<file path="config.mk">
export PLATFORM = sky130hd
export DESIGN_NAME = stack_permutation_sequencer_core_flat
export DESIGN_NICKNAME = d
export VERILOG_FILES = /design/src/hw/rtl/sps_pkg.sv /design/src/hw/rtl/sps_in_if.sv /design/src/hw/rtl/sps_out_if.sv /design/src/hw/rtl/sps_ctrl.sv /design/src/hw/rtl/sps_dp.sv /design/src/hw/rtl/stack_permutation_sequencer_core.sv /design/src/flat_wrapper.sv
export VERILOG_INCLUDE_DIRS = /design/src /design/src/hw/rtl
export SDC_FILE = /design/constraint.sdc
export NUM_CORES = 1
export LEC_CHECK = 0
export BUFFER_PORTS_ARGS = -buffer_cell sky130_fd_sc_hd__buf_2
export CORE_MARGIN = 2
export CORE_UTILIZATION = 45
export CTS_CLUSTER_SIZE = 30
export DETAILED_ROUTE_END_ITERATION = 10
export REMOVE_ABC_BUFFERS = 1
export SYNTH_ARGS = -nofsm -noshare
export SYNTH_HDL_FRONTEND = slang
export SYNTH_HIERARCHICAL = 1
export SYNTH_SLANG_ARGS = --single-unit
export TNS_END_PERCENT = 10
</file>
<file path="constraint.sdc">
create_clock -name i_clk -period 8.5 [get_ports i_clk]
set_input_delay 1.275 -clock i_clk [delete_from_list [all_inputs] [get_ports i_clk]]
set_output_delay 1.275 -clock i_clk [all_outputs]
set_load 0.03 [all_outputs]
</file>
<file path="src/hw/rtl/assert_macros.svh">
// Assertion macros shared by the RTL.
`ifndef ASSERT_MACROS_SVH
`define ASSERT_MACROS_SVH

`ifndef NO_ASSERTIONS

`define SPS_ASSERT_ALWAYS(lbl, clk, rstn, cond) \
    lbl: assert property (@(posedge clk) disable iff (!(rstn)) (cond)) \
        else $error("%m: check failed");

`define SPS_ASSERT_IMP(lbl, clk, rstn, ante, cons) \
    lbl: assert property (@(posedge clk) disable iff (!(rstn)) (ante) |-> (cons)) \
        else $error("%m: check failed");

`define SPS_ASSERT_NXT(lbl, clk, rstn, ante, cons) \
    lbl: assert property (@(posedge clk) disable iff (!(rstn)) (ante) |=> (cons)) \
        else $error("%m: check failed");

`else

`define SPS_ASSERT_ALWAYS(lbl, clk, rstn, cond)
`define SPS_ASSERT_IMP(lbl, clk, rstn, ante, cons)
`define SPS_ASSERT_NXT(lbl, clk, rstn, ante, cons)

`endif

`endif

</file>
<file path="src/hw/rtl/sps_pkg.sv">
package sps_pkg;

    localparam int DATA_W = 6;
    localparam int CFG_W  = 6;
    localparam int ACT_W  = 2;

    localparam logic [CFG_W-1:0] LEN_RESET = CFG_W'(32);

    typedef enum logic [ACT_W-1:0] {
        ACT_PUSH   = 2'd0,
        ACT_POP    = 2'd1,
        ACT_REJECT = 2'd2
    } t_action;

    typedef struct packed {
        logic load;
        logic step;
        logic fix;
    } t_cmd;

    typedef struct packed {
        t_action action;
        logic    out_free;
    } t_status;

endpackage

</file>
<file path="src/hw/rtl/sps_in_if.sv">
interface sps_in_if;
    import sps_pkg::*;

    logic              valid;
    logic              ready;
    logic [DATA_W-1:0] target;

    modport source (output valid, output target, input ready);
    modport sink   (input valid, input target, output ready);
endinterface

</file>
<file path="src/hw/rtl/sps_out_if.sv">
interface sps_out_if;
    import sps_pkg::*;

    logic              valid;
    logic              ready;
    logic [ACT_W-1:0]  action;
    logic [DATA_W-1:0] value;
    logic              last;

    modport source (output valid, output action, output value, output last, input ready);
    modport sink   (input valid, input action, input value, input last, output ready);
endinterface

</file>
<file path="src/hw/rtl/sps_ctrl.sv">
module sps_ctrl (
    input  logic             i_clk,
    input  logic             i_rst_n,
    input  logic             i_in_valid,
    output logic             o_in_ready,
    input  sps_pkg::t_status i_status,
    output sps_pkg::t_cmd    o_cmd
);
    import sps_pkg::*;

    typedef enum logic [2:0] {
        S_IDLE = 3'b001,
        S_EVAL = 3'b010,
        S_FIX  = 3'b100
    } t_state;

    t_state r_state;
    t_state n_state;

    always_ff @(posedge i_clk) begin
        if (!i_rst_n) begin
            r_state <= S_IDLE;
        end else begin
            r_state <= n_state;
        end
    end

    always_comb begin
        n_state    = r_state;
        o_cmd      = '0;
        o_in_ready = 1'b0;
        unique case (r_state)
            S_IDLE: begin
                o_in_ready = 1'b1;
                if (i_in_valid) begin
                    o_cmd.load = 1'b1;
                    n_state    = S_EVAL;
                end
            end
            S_EVAL: begin
                if (i_status.out_free) begin
                    o_cmd.step = 1'b1;
                    unique case (i_status.action)
                        ACT_POP:    n_state = S_FIX;
                        ACT_REJECT: n_state = S_IDLE;
                        default:    n_state = S_EVAL;
                    endcase
                end
            end
            S_FIX: begin
                // refill the top of stack from memory
                o_cmd.fix = 1'b1;
                n_state   = S_IDLE;
            end
            default: begin
                n_state = S_IDLE;
            end
        endcase
    end

endmodule

</file>
<file path="src/hw/rtl/sps_dp.sv">
`include "assert_macros.svh"

module sps_dp #(
    parameter int MAX_LEN = 32
) (
    input  logic                      i_clk,
    input  logic                      i_rst_n,
    input  logic                      i_cfg_wr_en,
    input  logic [sps_pkg::CFG_W-1:0] i_cfg_wr_data,
    input  logic [sps_pkg::DATA_W-1:0] i_target,
    input  sps_pkg::t_cmd             i_cmd,
    output sps_pkg::t_status          o_status,
    sps_out_if.source                 o_out
);
    import sps_pkg::*;

    localparam int LW = $clog2(MAX_LEN + 1);
    localparam int CW = $clog2(MAX_LEN + 2);
    localparam int IW = $clog2(MAX_LEN);

    logic [CFG_W-1:0]  r_len_cfg;
    logic [DATA_W-1:0] r_target;
    logic [LW-1:0]     r_level, n_level;
    logic [CW-1:0]     r_next, n_next;
    logic [LW-1:0]     r_seen, n_seen;
    logic              r_failed, n_failed;
    logic [DATA_W-1:0] r_top, n_top;
    logic [DATA_W-1:0] r_mem [MAX_LEN];
    logic [DATA_W-1:0] r_rdata;
    logic              r_ovalid, n_ovalid;
    t_action           r_oact, n_oact;
    logic [DATA_W-1:0] r_oval, n_oval;
    logic              r_olast, n_olast;

    logic [LW-1:0]     w_len;
    logic              w_need_push;
    logic              w_overflow;
    t_action           w_action;
    logic [IW-1:0]     w_raddr;
    logic [LW-1:0]     w_seen_inc;

    always_comb begin
        if (r_len_cfg == '0) begin
            w_len = LW'(1);
        end else if ({1'b0, r_len_cfg} > (CFG_W + 1)'(MAX_LEN)) begin
            w_len = LW'(MAX_LEN);
        end else begin
            w_len = LW'(r_len_cfg);
        end
    end

    assign w_need_push = (r_level == '0) || (r_top < r_target);
    assign w_overflow  = (r_next > CW'(w_len)) || (r_level >= LW'(MAX_LEN));
    assign w_seen_inc  = r_seen + LW'(1);
    assign w_raddr     = IW'(r_level - LW'(2));

    always_comb begin
        priority if (r_failed || r_target == '0) begin
            w_action = ACT_REJECT;
        end else if (w_need_push) begin
            w_action = w_overflow ? ACT_REJECT : ACT_PUSH;
        end else if (r_top > r_target) begin
            w_action = ACT_REJECT;
        end else begin
            w_action = ACT_POP;
        end
    end

    assign o_status.action   = w_action;
    assign o_status.out_free = !r_ovalid || o_out.ready;

    always_comb begin
        n_level  = r_level;
        n_next   = r_next;
        n_seen   = r_seen;
        n_failed = r_failed;
        n_top    = r_top;
        n_ovalid = r_ovalid && !o_out.ready;
        n_oact   = r_oact;
        n_oval   = r_oval;
        n_olast  = r_olast;
        if (i_cmd.fix) begin
            n_top = r_rdata;
        end
        if (i_cmd.step) begin
            n_ovalid = 1'b1;
            n_oact   = w_action;
            n_olast  = (w_action != ACT_PUSH);
            unique case (w_action)
                ACT_PUSH: begin
                    n_oval  = DATA_W'(r_next);
                    n_level = r_level + LW'(1);
                    n_next  = r_next + CW'(1);
                    n_top   = DATA_W'(r_next);
                end
                ACT_POP: begin
                    n_oval = r_target;
                    if (w_seen_inc >= w_len) begin
                        n_level = '0;
                        n_next  = CW'(1);
                        n_seen  = '0;
                    end else begin
                        n_level = r_level - LW'(1);
                        n_seen  = w_seen_inc;
                    end
                end
                default: begin
                    n_oval   = '0;
                    n_failed = 1'b1;
                end
            endcase
        end
    end

    always_ff @(posedge i_clk) begin
        if (!i_rst_n) begin
            r_len_cfg <= LEN_RESET;
            r_level   <= '0;
            r_next    <= CW'(1);
            r_seen    <= '0;
            r_failed  <= 1'b0;
            r_ovalid  <= 1'b0;
        end else begin
            if (i_cfg_wr_en) begin
                r_len_cfg <= i_cfg_wr_data;
            end
            r_level  <= n_level;
            r_next   <= n_next;
            r_seen   <= n_seen;
            r_failed <= n_failed;
            r_ovalid <= n_ovalid;
        end
    end

    always_ff @(posedge i_clk) begin
        if (i_cmd.load) begin
            r_target <= i_target;
        end
        r_top   <= n_top;
        r_oact  <= n_oact;
        r_oval  <= n_oval;
        r_olast <= n_olast;
    end

    always_ff @(posedge i_clk) begin
        if (i_cmd.step && w_action == ACT_PUSH) begin
            r_mem[IW'(r_level)] <= DATA_W'(r_next);
        end
        r_rdata <= r_mem[w_raddr];
    end

    assign o_out.valid  = r_ovalid;
    assign o_out.action = r_oact;
    assign o_out.value  = r_oval;
    assign o_out.last   = r_olast;

    `SPS_ASSERT_ALWAYS(a_level_bound, i_clk, i_rst_n, r_level <= LW'(MAX_LEN))
    `SPS_ASSERT_NXT(a_reject_sticks, i_clk, i_rst_n, i_cmd.step && w_action == ACT_REJECT, r_failed)
    `SPS_ASSERT_NXT(a_push_top, i_clk, i_rst_n, i_cmd.step && w_action == ACT_PUSH, r_top == $past(DATA_W'(r_next)))
    `SPS_ASSERT_IMP(a_step_free, i_clk, i_rst_n, i_cmd.step, !r_ovalid || o_out.ready)

endmodule

</file>
<file path="src/hw/rtl/stack_permutation_sequencer_core.sv">
// Per target: accept (the input beat loads the target register), P pushes, a pop and a
//   top-of-stack refill from the stack memory; a reject ends the target after its pushes.
//   Results are registered from S_EVAL on; a new target is accepted only in S_IDLE.
// Output stalls hold the sequencer in place, one result register per result beat.
// Reset (i_rst_n low at a clock edge, synchronous): empty stack, next push 1,
//   no targets seen, not failed, sequence length 32.
module stack_permutation_sequencer_core #(
    parameter int MAX_LEN = 32
) (
    input  logic                      i_clk,
    input  logic                      i_rst_n,
    input  logic                      i_cfg_wr_en,
    input  logic [sps_pkg::CFG_W-1:0] i_cfg_wr_data,
    sps_in_if.sink                    i_in,
    sps_out_if.source                 o_out
);
    import sps_pkg::*;

    t_cmd    w_cmd;
    t_status w_status;
    logic    w_in_ready;

    assign i_in.ready = w_in_ready;

    sps_ctrl u_ctrl (
        .i_clk      (i_clk),
        .i_rst_n    (i_rst_n),
        .i_in_valid (i_in.valid),
        .o_in_ready (w_in_ready),
        .i_status   (w_status),
        .o_cmd      (w_cmd)
    );

    sps_dp #(
        .MAX_LEN (MAX_LEN)
    ) u_dp (
        .i_clk         (i_clk),
        .i_rst_n       (i_rst_n),
        .i_cfg_wr_en   (i_cfg_wr_en),
        .i_cfg_wr_data (i_cfg_wr_data),
        .i_target      (i_in.target),
        .i_cmd         (w_cmd),
        .o_status      (w_status),
        .o_out         (o_out)
    );

endmodule
</file>
<file path="src/flat_wrapper.sv">
// flat-port wrapper written by rule: the top's interface ports become plain ports
module stack_permutation_sequencer_core_flat import sps_pkg::*;
#(
    parameter int MAX_LEN = 32
)
  (i_clk, i_rst_n, i_cfg_wr_en, i_cfg_wr_data, i_in_valid, i_in_target, i_in_ready, o_out_valid, o_out_action, o_out_value, o_out_last, o_out_ready);
  sps_in_if i_in_i ();
  sps_out_if o_out_i ();
  input  logic i_clk;
  input  logic i_rst_n;
  input  logic i_cfg_wr_en;
  input  logic [sps_pkg::CFG_W-1:0] i_cfg_wr_data;
  input wire logic [$bits(i_in_i.valid)-1:0] i_in_valid;
  input wire logic [$bits(i_in_i.target)-1:0] i_in_target;
  output wire logic [$bits(i_in_i.ready)-1:0] i_in_ready;
  output wire logic [$bits(o_out_i.valid)-1:0] o_out_valid;
  output wire logic [$bits(o_out_i.action)-1:0] o_out_action;
  output wire logic [$bits(o_out_i.value)-1:0] o_out_value;
  output wire logic [$bits(o_out_i.last)-1:0] o_out_last;
  input wire logic [$bits(o_out_i.ready)-1:0] o_out_ready;
  assign i_in_i.valid = i_in_valid;
  assign i_in_i.target = i_in_target;
  assign i_in_ready = i_in_i.ready;
  assign o_out_valid = o_out_i.valid;
  assign o_out_action = o_out_i.action;
  assign o_out_value = o_out_i.value;
  assign o_out_last = o_out_i.last;
  assign o_out_i.ready = o_out_ready;
  stack_permutation_sequencer_core #(.MAX_LEN(MAX_LEN)) u_core (.i_clk(i_clk), .i_rst_n(i_rst_n), .i_cfg_wr_en(i_cfg_wr_en), .i_cfg_wr_data(i_cfg_wr_data), .i_in(i_in_i), .o_out(o_out_i));
endmodule
</file>
==> metrics <==
dpl cell area=around 11000 µm²; CP endpoint kind=register; PortBufs=27; r2r setup slk=4.45 ns; Critical Path Start Type=register; clock latency on the worst-skew pair=0.52 ns; Finished Cell Area=11700 µm²; area of the multi-input gates=approximately 3200 µm²; CP bufs+invs=0; ANT nets after route=0; total CTS buffers=26; Post-Synth Simple-Gate Area=6.38%; Core Rows=55; Seq. cell area=7050 µm²; max-slew violations=0; post-CTS sizing=0; Max Root-Sink Buffers=3; Compound-Gate Fraction of Synth Area=4.16%; Via Count=5581; CP Class=reg2reg; fin crit period=4.05 ns; #FFs+latches synth=248; filler instances=1786; register area share after synthesis=between 60% and 70%; Reg clk slew, reported paths=0.06 ns; Hold Path Class=reg2reg; largest net degree at the start of global routing=56; Die Y=approximately 160 µm; Via density=5.78; initial antenna violation count=0; Crit path largest cell delay=0.89 ns; final net count=709; Hold Buf Count CTS=0; Worst Tran Pin Value=1.21 ns; most common cell after layout, fill and taps aside=edfxtp_1; CTS root buf=clkbuf_16; GRT Util Overall=19.4%; drt drc=0; largest family of logic cells by synthesized area=multiplexers; layout cell share with drive strength beyond 1=24.4%; Netlist cell types=between 50 and 60; status=finished clean; final worst-path cycle share=47.7%; First-pass DRT Iterations=5; cell family with most CP delay=simple AND/OR/NAND/NOR gates; final setup fails=0; crit-path cells=ha_1, a21o_1, a21oi_1, a21oi_1, a211oi_4, nand3_1, nor2_1; Clock Sink Count=roughly 250; Routed WL=22900 µm; htree depth=1; Syn Area/Cell=16.7 µm²; instance count of the mapped netlist=~630; Setup Buffers After CTS=0; diode count=0; area of the core=between 20000 and 25000 µm²; Post-Synth XOR/XNOR Area=0.837%; VDD IR max=0.135 mV; clock skew=0.0117 ns; Lkg Pwr=3.81 nW; pwr/cell area=213 nW/µm²; GRT Residual Overflow=0; chip width=between 150 and 200 µm; RSZ-0062 raised after global routing=no; Post-Route Utilization=51.7%; Initial Util=46.1%; YS warnings=6; vias in the first global route=5726; placer congestion estimate=0.800; crit path max fanout=38; cell area after synthesis=10500 µm²; Hold Fails Final Rpt=0; most frequent CP cell=a21oi_1; DR WL/cell=23.7 µm; critical path's slowest cell=dfxtp_2; I/O pin count=28; Critical Path RT=8.65 ns; f_max=between 200 and 250 MHz; DP Wirelength=14700 µm; max cap viols=0; WP data arrival=4.20 ns; post-synthesis mux area share=15.9%; area grow syn2layout=12.1%; most frequent cells in the layout=edfxtp_1, mux4_2, nor2_1; Die Area=24500 µm²; Initial DRC Count=~370; first-pass GRT wire length=~35000 µm; max_slew headroom=between 10% and 20%; Synth Area in Adders=under 10%; setup total negative slack=0 ns; CTS tree=done
-- cells by family (layout without fill, tap and decap cells) --
| family | after synthesis | after routing |
|---|---|---|
| flops | 248 | 248 |
| compound gates | 66 | 66 |
| simple gates | 137 | 137 |
| mux | 89 | 89 |
| buf+inv | 49 | 102 |
| xor+xnor | 10 | 10 |
| fa+ha+maj | 29 | 29 |
-- synth_stat cells (all sizes together) --
| cell type | instances | area share [%] |
|---|---|---|
| a211o | 1 | 0.084 |
| a211oi | 4 | 0.41 |
| a21o | 4 | 0.29 |
| a21oi | 26 | 1.2 |
| a221oi | 1 | 0.084 |
| a31oi | 4 | 0.24 |
| a41oi | 1 | 0.16 |
| and2 | 2 | 0.12 |
| and3 | 4 | 0.24 |
| and3b | 1 | 0.096 |
| and4 | 1 | 0.084 |
| buf | 13 | 0.77 |
| clkbuf | 12 | 0.43 |
| dfxtp | 41 | 7.8 |
| edfxtp | 207 | 59 |
| ha | 29 | 3.5 |
| inv | 24 | 0.86 |
| mux2 | 16 | 1.7 |
| mux2i | 13 | 1.2 |
| mux4 | 60 | 13 |
| nand2 | 35 | 1.3 |
| nand2b | 7 | 0.49 |
| nand3 | 19 | 1.0 |
| nand3b | 1 | 0.072 |
| nand4 | 6 | 0.36 |
| nor2 | 46 | 1.7 |
| nor2b | 2 | 0.12 |
| nor3 | 3 | 0.14 |
| nor3b | 3 | 0.26 |
| nor4 | 2 | 0.12 |
| o2111a | 1 | 0.11 |
| o211ai | 2 | 0.14 |
| o21a | 2 | 0.14 |
| o21ai | 13 | 0.62 |
| o221a | 2 | 0.22 |
| o221ai | 1 | 0.14 |
| o22ai | 1 | 0.060 |
| o2bb2ai | 1 | 0.084 |
| o31ai | 2 | 0.14 |
| or3 | 3 | 0.18 |
| or4 | 2 | 0.14 |
| xnor2 | 6 | 0.50 |
| xor2 | 4 | 0.33 |
-- report_power, final --
group	switching (mW)	internal [mW]	total [mW]
Clock	0.440	0.665	1.11
Sequential	0.0107	1.31	1.32
Combinational	0.0429	0.0273	0.0702
-- worst reg2reg max path, delay by kind of cell (launching register included) --
kind,cells,cell delay [ns]
adders and majority gates,1,0.39
AOI/OAI and AO/OA,4,1.16
and+or+nand+nor,2,1.26
DFF,1,0.89
-- sequential cells by signal, indices dropped and copies added, names as in the netlist --
register	flops
u_core/u_dp/r_rdata	6
u_core/u_dp/o_out.last	1
u_core/u_ctrl/r_state	3
u_core/u_dp/r_level	6
u_core/u_dp/r_len_cfg	6
u_core/u_dp/r_seen	6
u_core/u_dp/r_failed	1
u_core/u_dp/o_out.action	2
u_core/u_dp/r_mem	192
u_core/u_dp/o_out.value	6
u_core/u_dp/o_out.valid	1
u_core/u_dp/r_target	6
u_core/u_dp/r_top	6
u_core/u_dp/r_next	6
-- layout make-up --
cell class / instances / area share [%]
clock buffer: 30 / 5.85
clock inverter: 16 / 1.29
inverter: 24 / 0.768
multi-input combinational: 331 / 27.5
sequential: 248 / 60.1
tap: 285 / 3.04
timing repair buffer: 32 / 1.47
-- stage by stage --
| stage | hold slack [ns] | total power, mW | setup slack [ns] | instances |
|---|---|---|---|---|
| floorplan | 0.444 | 1.39 | 4.03 | 603 |
| global placement | 0.455 | 1.42 | 4.60 | 920 |
| detailed placement | 0.461 | 1.42 | 4.50 | 920 |
| CTS | 0.472 | 2.52 | 4.48 | 966 |
| global route | 0.500 | 2.58 | 4.19 | 966 |
| finish | 0.472 | 2.50 | 4.45 | 966 |
-- routing by layer --
layer  routed length (µm)  part of all wire, %  GRT usage (%)  up-vias
met2                11000                   48           31.5      159
met1                10200                   44           27.3     2850
li1                     -                    -              -     2532
met5                    0                    0              0        -
met3                 1110                  4.9           2.74       40
met4                  661                  2.9           6.12        0
-- final timing paths --
kind | startpoint | end | cells past startpoint
max | u_core/u_dp/r_next[4] | u_core/u_dp/r_mem[2][4] | 7
min | u_core/u_dp/r_seen[5] | u_core/u_dp/r_seen[5] | 2
max reg2reg | u_core/u_dp/r_next[4] | u_core/u_dp/r_mem[2][4] | 7
min reg2reg | u_core/u_dp/r_seen[5] | u_core/u_dp/r_seen[5] | 2
Power figures use the tool's default switching activity.
